==> config.mk <==
export PLATFORM = sky130hd
export DESIGN_NAME = heading_pi_controller_top
export DESIGN_NICKNAME = d
export VERILOG_FILES = /design/src/hpc_pkg.sv /design/src/heading_pi_controller_top.sv
export SDC_FILE = /design/constraint.sdc
export NUM_CORES = 2
export LEC_CHECK = 0
export ABC_AREA = 1
export BUFFER_PORTS_ARGS = -buffer_cell sky130_fd_sc_hd__buf_2
export CAP_MARGIN = 20
export CELL_PAD_IN_SITES_DETAIL_PLACEMENT = 0
export CELL_PAD_IN_SITES_GLOBAL_PLACEMENT = 1
export CORE_UTILIZATION = 50
export DETAILED_ROUTE_END_ITERATION = 8
export PLACE_DENSITY = 0.9
export SLEW_MARGIN = 10
export SYNTH_ARGS = -nofsm -noshare
export SYNTH_HDL_FRONTEND = slang
export SYNTH_SLANG_ARGS = --single-unit
==> constraint.sdc <==
create_clock -name clk -period 8.5 [get_ports clk]
set_clock_uncertainty 0.2 [all_clocks]
set_input_delay 0.425 -clock clk [delete_from_list [all_inputs] [get_ports clk]]
set_output_delay 0.425 -clock clk [all_outputs]
set_load 0.02 [all_outputs]
==> src/hpc_pkg.sv <==
// ----------------------------------------------------------------------------
// hpc_pkg
// Widths, constants and register codes of the heading PI controller.
// ----------------------------------------------------------------------------
package hpc_pkg;

  localparam int ANGLE_FRAC_BITS_DEF = 4;

  localparam int TGT_W   = 9;
  localparam int MEAS_W  = 14;
  localparam int DRIVE_W = 16;
  localparam int ERR_W   = 16;
  localparam int INTEG_W = 20;
  localparam int GAIN_W  = 8;
  localparam int CFG_W   = 16;
  localparam int IDX_W   = 2;

  localparam int ERR_FRAC = 14;

  typedef enum logic [IDX_W-1:0] {
    REG_KP      = 2'd0,
    REG_KI_CODE = 2'd1,
    REG_OUT_MAX = 2'd2,
    REG_OUT_MIN = 2'd3
  } reg_idx_t;

  localparam logic signed [DRIVE_W-1:0] OUT_MAX_RST = 16'sd100;
  localparam logic signed [DRIVE_W-1:0] OUT_MIN_RST = -16'sd100;

  localparam logic signed [ERR_W-1:0] ERR_POS_SAT    = 16'sh7FFF;
  localparam logic signed [ERR_W-1:0] ERR_NEG_SAT    = 16'sh8000;
  localparam logic signed [ERR_W-1:0] ERR_WINDOW     = 16'sd2785;
  localparam logic signed [ERR_W-1:0] ERR_WINDOW_NEG = -16'sd2785;

  localparam logic signed [INTEG_W-1:0] INTEG_LIMIT     = 20'sd163840;
  localparam logic signed [INTEG_W-1:0] INTEG_LIMIT_NEG = -20'sd163840;

  // error: |diff| * 2^14 / 180 computed as (x/4) / 45 by reciprocal
  localparam int NUM_W      = 23;
  localparam int NUM4_W     = 21;
  localparam int ERRQ_W     = 15;
  localparam int DIV45_W    = 22;
  localparam int PROD45_W   = NUM4_W + DIV45_W;
  localparam int DIV45_SHIFT = 27;
  localparam logic [DIV45_W-1:0] DIV45_MUL = 22'd2982617;

  // drive: |num| / (255 * 2^14) as (x >> 14) / 255 by reciprocal
  localparam int P1_W       = GAIN_W + 1 + ERR_W;
  localparam int P2_W       = GAIN_W + 1 + INTEG_W;
  localparam int SUM_W      = 34;
  localparam int MAG_W      = 18;
  localparam int DIV255_W   = 19;
  localparam int PROD255_W  = MAG_W + DIV255_W;
  localparam int DIV255_SHIFT = 26;
  localparam int QUOT_W     = 10;
  localparam logic [DIV255_W-1:0] DIV255_MUL = 19'd263173;

endpackage

==> src/heading_pi_controller_top.sv <==
// ----------------------------------------------------------------------------
// heading_pi_controller_top
// Heading PI controller: wrapped yaw error, windowed integral, clamped drive.
// ----------------------------------------------------------------------------
// Seven register stages, two reciprocal multiplies.
// Throughput: one word per cycle unless the output stalls on out_ready.
// The integral register is updated once per word in stage 3, in order.
// Reset clears all valid flags, the integral and the gains; clamps go to +/-100.
// ----------------------------------------------------------------------------
module heading_pi_controller_top #(
  parameter int ANGLE_FRAC_BITS = hpc_pkg::ANGLE_FRAC_BITS_DEF
) (
  input  logic                                 clk,
  input  logic                                 rst,
  input  logic                                 wr_en,
  input  logic [hpc_pkg::IDX_W-1:0]            wr_index,
  input  logic [hpc_pkg::CFG_W-1:0]            wr_data,
  input  logic                                 in_valid,
  output logic                                 in_ready,
  input  logic [hpc_pkg::TGT_W-1:0]            target_yaw,
  input  logic signed [hpc_pkg::MEAS_W-1:0]    measured_yaw,
  output logic                                 out_valid,
  input  logic                                 out_ready,
  output logic signed [hpc_pkg::DRIVE_W-1:0]   drive
);

  localparam int TGT_SW    = hpc_pkg::TGT_W + ANGLE_FRAC_BITS;
  localparam int DIFF_W    = ((TGT_SW > hpc_pkg::MEAS_W) ? TGT_SW : hpc_pkg::MEAS_W) + 2;
  localparam int NUM_SHIFT = hpc_pkg::ERR_FRAC - ANGLE_FRAC_BITS;
  localparam logic signed [DIFF_W-1:0] HALF_TURN = DIFF_W'(180 << ANGLE_FRAC_BITS);
  localparam logic signed [DIFF_W-1:0] FULL_TURN = DIFF_W'(360 << ANGLE_FRAC_BITS);
  localparam logic [DIFF_W-1:0]        SAT_MAG   = DIFF_W'(360 << ANGLE_FRAC_BITS);

  // configuration
  logic [hpc_pkg::GAIN_W-1:0]          kp;
  logic [hpc_pkg::GAIN_W-1:0]          ki_code;
  logic signed [hpc_pkg::DRIVE_W-1:0]  out_max;
  logic signed [hpc_pkg::DRIVE_W-1:0]  out_min;

  always_ff @(posedge clk) begin
    if (rst) begin
      kp      <= '0;
      ki_code <= '0;
      out_max <= hpc_pkg::OUT_MAX_RST;
      out_min <= hpc_pkg::OUT_MIN_RST;
    end else if (wr_en) begin
      unique case (hpc_pkg::reg_idx_t'(wr_index))
        hpc_pkg::REG_KP:      kp      <= wr_data[hpc_pkg::GAIN_W-1:0];
        hpc_pkg::REG_KI_CODE: ki_code <= wr_data[hpc_pkg::GAIN_W-1:0];
        hpc_pkg::REG_OUT_MAX: out_max <= signed'(wr_data);
        hpc_pkg::REG_OUT_MIN: out_min <= signed'(wr_data);
        default: ;
      endcase
    end
  end

  // stage valids and advance enables
  logic v0, v1, v2, v3, v4, v5;
  logic en0, en1, en2, en3, en4, en5, en_out;

  assign en_out   = !out_valid || out_ready;
  assign en5      = !v5 || en_out;
  assign en4      = !v4 || en5;
  assign en3      = !v3 || en4;
  assign en2      = !v2 || en3;
  assign en1      = !v1 || en2;
  assign en0      = !v0 || en1;
  assign in_ready = en0;

  always_ff @(posedge clk) begin
    if (rst) begin
      v0        <= 1'b0;
      v1        <= 1'b0;
      v2        <= 1'b0;
      v3        <= 1'b0;
      v4        <= 1'b0;
      v5        <= 1'b0;
      out_valid <= 1'b0;
    end else begin
      if (en0)    v0        <= in_valid;
      if (en1)    v1        <= v0;
      if (en2)    v2        <= v1;
      if (en3)    v3        <= v2;
      if (en4)    v4        <= v3;
      if (en5)    v5        <= v4;
      if (en_out) out_valid <= v5;
    end
  end

  // stage 0: input word
  logic [hpc_pkg::TGT_W-1:0]          tgt0;
  logic signed [hpc_pkg::MEAS_W-1:0]  meas0;

  always_ff @(posedge clk) begin
    if (en0) begin
      tgt0  <= target_yaw;
      meas0 <= measured_yaw;
    end
  end

  // stage A: wrapped difference, magnitude, numerator
  logic signed [DIFF_W-1:0]        tgt_sc, meas_x, diff_a, diff_w;
  logic [DIFF_W-1:0]               mag_a;
  logic                            neg_a, sat_a;
  logic [hpc_pkg::NUM_W-1:0]       num_a;

  always_comb begin
    tgt_sc = signed'(DIFF_W'(tgt0) << ANGLE_FRAC_BITS);
    meas_x = DIFF_W'(meas0);
    diff_a = tgt_sc - meas_x;
    priority if (diff_a < -HALF_TURN) begin
      diff_w = diff_a + FULL_TURN;
    end else if (diff_a > HALF_TURN) begin
      diff_w = diff_a - FULL_TURN;
    end else begin
      diff_w = diff_a;
    end
    neg_a = diff_w[DIFF_W-1];
    mag_a = neg_a ? unsigned'(-diff_w) : unsigned'(diff_w);
    sat_a = (mag_a >= SAT_MAG);
    num_a = hpc_pkg::NUM_W'(mag_a) << NUM_SHIFT;
  end

  logic [hpc_pkg::NUM4_W-1:0] n4_1;
  logic                       neg1, sat1;

  always_ff @(posedge clk) begin
    if (en1) begin
      n4_1 <= num_a[hpc_pkg::NUM_W-1:2];
      neg1 <= neg_a;
      sat1 <= sat_a;
    end
  end

  // stage B: divide by 45, sign and saturate
  logic [hpc_pkg::PROD45_W-1:0]        prod_b;
  logic [hpc_pkg::ERRQ_W-1:0]          q_b;
  logic signed [hpc_pkg::ERR_W-1:0]    qs_b, err_b;

  always_comb begin
    prod_b = hpc_pkg::PROD45_W'(n4_1) * hpc_pkg::PROD45_W'(hpc_pkg::DIV45_MUL);
    q_b    = prod_b[hpc_pkg::DIV45_SHIFT +: hpc_pkg::ERRQ_W];
    qs_b   = signed'({1'b0, q_b});
    priority if (sat1) begin
      err_b = neg1 ? hpc_pkg::ERR_NEG_SAT : hpc_pkg::ERR_POS_SAT;
    end else begin
      err_b = neg1 ? -qs_b : qs_b;
    end
  end

  logic signed [hpc_pkg::ERR_W-1:0] err2;

  always_ff @(posedge clk) begin
    if (en2) begin
      err2 <= err_b;
    end
  end

  // stage C: integral clamp, window, accumulate
  logic signed [hpc_pkg::INTEG_W-1:0] integral_sum, integral_sum_next, integ_clamp;
  logic                               in_win;

  always_comb begin
    priority if (integral_sum > hpc_pkg::INTEG_LIMIT) begin
      integ_clamp = hpc_pkg::INTEG_LIMIT;
    end else if (integral_sum < hpc_pkg::INTEG_LIMIT_NEG) begin
      integ_clamp = hpc_pkg::INTEG_LIMIT_NEG;
    end else begin
      integ_clamp = integral_sum;
    end
    in_win = (err2 >= hpc_pkg::ERR_WINDOW_NEG) && (err2 <= hpc_pkg::ERR_WINDOW);
    integral_sum_next = in_win ? integ_clamp + hpc_pkg::INTEG_W'(err2) : '0;
  end

  always_ff @(posedge clk) begin
    if (rst) begin
      integral_sum <= '0;
    end else if (en3 && v2) begin
      integral_sum <= integral_sum_next;
    end
  end

  logic signed [hpc_pkg::ERR_W-1:0]   err3;
  logic signed [hpc_pkg::INTEG_W-1:0] integ3;

  always_ff @(posedge clk) begin
    if (en3) begin
      err3   <= err2;
      integ3 <= integral_sum_next;
    end
  end

  // stage D: gain products
  logic signed [hpc_pkg::P1_W-1:0] p1_d;
  logic signed [hpc_pkg::P2_W-1:0] p2_d;

  assign p1_d = $signed({1'b0, kp}) * err3;
  assign p2_d = $signed({1'b0, ki_code}) * integ3;

  logic signed [hpc_pkg::P1_W-1:0] p1_4;
  logic signed [hpc_pkg::P2_W-1:0] p2_4;

  always_ff @(posedge clk) begin
    if (en4) begin
      p1_4 <= p1_d;
      p2_4 <= p2_d;
    end
  end

  // stage E: 255*p1 + p2, magnitude scaled by 2^-14
  logic signed [hpc_pkg::SUM_W-1:0] sum_e, abs_e;
  logic                             neg_e;

  always_comb begin
    sum_e = (hpc_pkg::SUM_W'(p1_4) <<< 8) - hpc_pkg::SUM_W'(p1_4) + hpc_pkg::SUM_W'(p2_4);
    neg_e = sum_e[hpc_pkg::SUM_W-1];
    abs_e = neg_e ? -sum_e : sum_e;
  end

  logic [hpc_pkg::MAG_W-1:0] mag5;
  logic                      neg5;

  always_ff @(posedge clk) begin
    if (en5) begin
      mag5 <= abs_e[hpc_pkg::ERR_FRAC +: hpc_pkg::MAG_W];
      neg5 <= neg_e;
    end
  end

  // stage F: divide by 255, sign, clamp
  logic [hpc_pkg::PROD255_W-1:0]        prod_f;
  logic [hpc_pkg::QUOT_W-1:0]           q_f;
  logic signed [hpc_pkg::DRIVE_W-1:0]   qs_f, dq_f, hi_f, drive_f;

  always_comb begin
    prod_f = hpc_pkg::PROD255_W'(mag5) * hpc_pkg::PROD255_W'(hpc_pkg::DIV255_MUL);
    q_f    = prod_f[hpc_pkg::DIV255_SHIFT +: hpc_pkg::QUOT_W];
    qs_f   = signed'(hpc_pkg::DRIVE_W'(q_f));
    dq_f   = neg5 ? -qs_f : qs_f;
    hi_f   = (dq_f > out_max) ? out_max : dq_f;
    drive_f = (hi_f < out_min) ? out_min : hi_f;
  end

  always_ff @(posedge clk) begin
    if (en_out) begin
      drive <= drive_f;
    end
  end

endmodule

# After elaboration in Yosys (flattened, before gate mapping)
# Index checks and enable logic that the tools add are counted.
# word_totals
regBits	254
input_bits	46
elab_cells	85
# op_classes
addsub	10
mul	4
order_cmp	9
eq_ne	3
muxes	13
reduce_logical	21
# op_table
op	count
16-bit two-way mux	9
20-bit two-way mux	3
18-bit by 19-bit multiplier with 36-bit output (second input constant)	1
34-bit by 29-bit adder with 34-bit output	1
13-bit by 22-bit multiplier with 34-bit output (second input constant)	1
33-bit by 25-bit subtractor with 34-bit output	1
16-bit by 13-bit greater-or-equal comparator with 1-bit output (second input constant)	2
32-bit two-way mux	1
32-bit negator	1
9-bit by 20-bit multiplier with 29-bit output	1
9-bit by 16-bit multiplier with 25-bit output	1
20-bit adder	1
20-bit by 19-bit > comparator with 1-bit output (second input constant)	1
20-bit by 19-bit < comparator with 1-bit output (second input constant)	1
15-bit by 14-bit adder with 16-bit output (second input constant)	1
16-bit > comparator	1
16-bit by 13-bit less-or-equal comparator with 1-bit output (second input constant)	1
16-bit < comparator	1
10-bit negator with 16-bit output	1
15-bit negator with 16-bit output	1
16-bit negator	1
15-bit by 14-bit subtractor with 16-bit output (second input constant)	1
15-bit by 13-bit > comparator with 1-bit output (second input constant)	1
15-bit by 13-bit < comparator with 1-bit output (second input constant)	1
8 further kinds	25

# Logic depth before layout (Yosys ltp)
# depth
depth_word	8
mapped_depth	50
mapped_depth_nobuf	49

# Worst setup path before layout
# Ideal clock, no wire load.
# synth_path
kind	reg2reg
start	register mag5[15] (netlist name)
end	register drive[8] (netlist name) (data pin)
setup_time_ps	253
t_arrival_ps	6788
required_ps	8047
path_slack_ps	1258
path_stages_with_launch	41
path_buffers	2
synth_period_minus_slack_ps	7242
cell_sequence	edfxtp_1 -> ha_1 -> ha_1 -> inv_1 -> fa_1 -> inv_1 -> fa_1 -> ha_1 -> ha_1 -> nand2_1 -> nor2_1 -> nand2_1 -> nor4_1 -> o21ai_1 -> nand3_2 -> nand2_1 -> nand2_1 -> xnor2_1 -> [5 not listed] -> and2_1 -> ha_1 -> a21oi_1 -> or2_1 -> a21oi_1 -> nor3_1 -> nand4_1 -> nand3_1 -> clkbuf_1 -> a31oi_1 -> ha_1 -> nand4_1 -> o221a_2 -> nand2_1 -> nand2_2 -> buf_2 -> nand3_1 -> nand2_1
# synth_between
elab_chain_len	7
# synth_rtl
element	line_no	text
from (decl)	heading_pi_controller_top.sv:220	logic [hpc_pkg::MAG_W-1:0] mag5;
from (signal assigned)	heading_pi_controller_top.sv:225	mag5 <= abs_e[hpc_pkg::ERR_FRAC +: hpc_pkg::MAG_W];
18-bit by 19-bit multiplier with 36-bit output *	heading_pi_controller_top.sv:236	prod_f = hpc_pkg::PROD255_W'(mag5) * hpc_pkg::PROD255_W'(hpc_pkg::DIV255_MUL);
10-bit negator with 16-bit output	heading_pi_controller_top.sv:239	dq_f = neg5 ? -qs_f : qs_f;
16-bit two-way mux *	heading_pi_controller_top.sv:239	
16-bit > comparator	heading_pi_controller_top.sv:240	hi_f = (dq_f > out_max) ? out_max : dq_f;
16-bit two-way mux *	heading_pi_controller_top.sv:240	
16-bit < comparator	heading_pi_controller_top.sv:241	drive_f = (hi_f < out_min) ? out_min : hi_f;
16-bit two-way mux *	heading_pi_controller_top.sv:241	
via drive_f, one bit	heading_pi_controller_top.sv:233	logic signed [hpc_pkg::DRIVE_W-1:0] qs_f, dq_f, hi_f, drive_f;
to (signal assigned)	heading_pi_controller_top.sv:246	drive <= drive_f;
to (decl)	heading_pi_controller_top.sv:24	output logic signed [hpc_pkg::DRIVE_W-1:0] drive
# The timed path passes the listed nets; every way through them passes the cells marked *.
# A chain may end at the register's enable or synchronous reset.

# Final worst setup path
# Same ends and word-level chain as after synthesis.

==> results.py <==
metrics = {
    "logic_synthesis": {
        "yosysSeqAreaShare_pct": 21.3,
        "synth_mux_area_share_pct": 0,
        "netlist_area_sq_mm": 0.0323,
        "avgSynthCellArea_sq_um": 7.94,
        "ys.flop_type": "edfxtp_1",
        "yosysUniqueCellTypes": 67,
        "synth_xor_area_share_pct": 3.87,
        "yosysTopAreaCellShare_pct": 20.2,
        "async_flop_share_pct": 0,
        "synth-compound-area-share_pct": 8.59,
        "synth_cells": 4070,
        "synth_edf_count": 179,
        "synth_simple_gate_area_share_pct": 17.7,
        "synth_nets": 4844,
        "synth_fa_ha_area_share_pct": 35.8,
        "synth_seq_cells": 254,
        "synthTopCellsByArea": "fa_1 20%, edfxtp_1 17%, ha_1 16%",
        "synth_top_family_by_area": "adder cells",
        "yosysWarnings": 0,
        "synth_top_area_cell": "fa_1",
    },
    "cts": {
        "cts.path.max_buffers": 3,
        "clk_latency_ps": 590,
        "root_buffer": "clkbuf_16",
        "cts_buffers": 29,
        "htree_levels": 1,
        "cts_tree": "built",
        "clkSinkCount": 254,
        "path_clk_slew_ps": 60,
    },
    "setup_path": {
        "worstPathMaxFanout": 15,
        "cp.required_ps": 8630,
        "critPathArrivalTime_ps": 8020,
        "worst-path-buf-inv": 3,
        "crit_type": "flop to flop",
        "cpPeakStageDelay_ps": 470,
        "crit_slowest_cell": "edfxtp_1",
        "crit_path_frequent_cell": "nand2_1",
        "start_kind": "flop",
        "crit_family": "simple AND/OR/NAND/NOR gates",
        "worst_setup_path_end_kind": "flop",
    },
    "final_layout": {
        "final-seq-area_sq_mm": 0.00688,
        "area.growth.synth_to_final_pct": 7.90,
        "multiInputGateArea_sq_mm": 0.0214,
        "n_antenna_cell": 0,
        "n_fill_cell": 5895,
        "num-nets-final": 4900,
        "drive_gt1_share_pct": 5.40,
    },
    "route": {
        "dr.pass1.iters": 6,
        "drc_errors": 0,
        "drt.antenna.violating_nets": 0,
        "routed_wl_um": 76600,
        "first_iter_violations": 1532,
        "route.vias.total": 25300,
        "via_per_inst": 5.06,
        "wl_per_cell_um": 15.3,
    },
    "flow_run": {
        "max_cap_viol_count": 0,
    },
    "timing": {
        "worst_pin_slew_ps": 1090,
        "slew_headroom_pct": 26.9,
        "finalSetupViolCount": 0,
        "hold_viol": 0,
        "period_minus_slack_ps": 7890,
        "post-route-period-util_pct": 92.8,
        "clock.fmax_ghz": 0.127,
        "fin_ws_ps": 611,
        "drv_slew": 0,
    },
    "placed_design": {
        "dp.final_hpwl_um": 62500,
        "portBuffers": 63,
        "gp_congestion": 0.915,
        "post-place-ws_ps": 154,
    },
    "grt": {
        "grt.total_usage_pct": 23.6,
        "grt_pass1_wl_um": 126000,
        "grt-ovfl-total": 0,
        "antenna_found_initial": 3,
        "grt_pass1_vias": 25400,
        "grt_max_degree": 57,
    },
    "floorplan": {
        "io-pin-count": 64,
        "chipHeight_um": 256,
        "rows": 92,
        "die_area_sq_mm": 0.0656,
        "core_region_area_sq_mm": 0.0634,
        "die_w_um": 256,
        "initial_utilization_pct": 50.9,
    },
    "run_status": {
        "status": "finished clean",
    },
    "worst_hold_path": {
        "worstHoldPathType": "input pin to flop",
    },
}
-- routing by layer --
layer	wire [um]	share of wire, %	vias up	track usage [%]
li1	-	-	12800	-
met1	33000	43	11900	29.4
met2	38500	50	476	42.9
met3	2790	3.6	132	2.41
met4	2330	3.0	6	7.19
met5	44	0.057	-	0
-- cell usage after synthesis, drive strengths merged, types with 2 or more instances --
cell      n
a211oi    8
a21boi    7
a21o      9
a21oi   241
a31oi    16
and2      3
buf       8
clkbuf   93
clkinv    2
dfxtp    75
edfxtp  179
fa      326
ha      402
inv     987
nand2   841
nand3   155
nand3b   11
nand4    31
nor2    259
nor3     32
nor3b     3
nor4     12
o211ai    8
o21a     11
o21ai   164
o21bai   14
o221a     2
o31ai     6
or2      13
xnor2    53
xor2     88
-- layout make-up --
type	count	share of cell area, %
Timing Repair Buffer	124	2.52
Sequential cell	254	19.7
Clock buffer	31	2.10
Multi-Input combinational cell	2728	61.3
Inverter	989	10.6
Tap cell	846	3.04
Clock inverter	23	0.628
-- worst register-to-register path, delay by kind of cell (launching register included) --
| kind | cells | cell delay (ps) |
|---|---|---|
| flip-flops | 1 | 470 |
| AO/OA/AOI/OAI | 6 | 1010 |
| XOR/XNOR | 1 | 200 |
| AND/OR/NAND/NOR | 21 | 2740 |
| adder cells (fa/ha/maj) | 8 | 2720 |
| buffers and inverters | 3 | 310 |
-- layout by cell type (no fill, tap or decap), types with 40 or more instances in the layout --
cell type | netlist | final
dlygate4sd3_1 | 0 | 40
ha_1 | 402 | 401
fa_1 | 326 | 326
nor2_1 | 254 | 254
xnor2_1 | 52 | 52
buf_2 | 4 | 63
a21oi_1 | 233 | 233
dfxtp_1 | 75 | 75
nand3_1 | 147 | 144
xor2_1 | 87 | 87
nand2_1 | 819 | 816
edfxtp_1 | 179 | 179
inv_1 | 978 | 977
o21ai_0 | 142 | 142
-- path summary, 6_finish.rpt --
check | slack (ps) | depth (start not counted) | end | from
worst max-delay path | 610 | 39 | drive[8]$_DFFE_PP_ | mag5[15]$_DFFE_PP_
worst max register to register | 610 | 39 | drive[8]$_DFFE_PP_ | mag5[15]$_DFFE_PP_
worst min register to register | 250 | 2 | v2$_SDFFE_PP0P_ | v1$_SDFFE_PP0P_
worst min-delay path | 120 | 3 | out_max[6]$_SDFFE_PP1P_ | wr_index[0]
-- registers in the layout, indices dropped and copies added (netlist names), 8 cells and up --
| name | cells |
|---|---|
| integral_sum | 20 |
| p1_4 | 25 |
| tgt0 | 9 |
| p2_4 | 29 |
| meas0 | 14 |
| n4_1 | 13 |
| err3 | 16 |
| mag5 | 18 |
| kp | 8 |
| err2 | 16 |
| out_max | 16 |
| out_min | 16 |
| ki_code | 8 |
| integ3 | 20 |
| drive | 16 |
-- kinds of logic after synthesis --
family,after synthesis
xor gates and xnor gates,141
and+or+nand+nor,1361
buffers and inverters,1090
adders and majority gates,728
AOI/OAI and AO/OA,496
DFF,254
-- per-stage QoR --
step | hold slack (ps) | util [%] | TNS (ps) | cells | instance area, sq um
finish | 117 | 55.0 | 0 | 4995 | 34900
global route | 123 | 55.0 | -21.9 | 4995 | 34900
CTS | 84.5 | 54.7 | 0 | 4984 | 34700
detailed placement | 245 | 52.6 | 0 | 4890 | 33400
global placement | 244 | 52.6 | 0 | 4890 | 33400
floorplan | 236 | - | 0 | 4070 | 32300
-- repair_timing --
item                                    4_1_cts  5_1_grt
gates resized for setup                       0       15
endpoints found under the setup margin        0       16
hold buffers                                 40        0
buffers inserted                              0        9
endpoints found under the hold margin        65        0
Power is left out: the tool's default activity adds up to more than one toggle a clock period on the data nets, which glitch-free logic cannot reach.
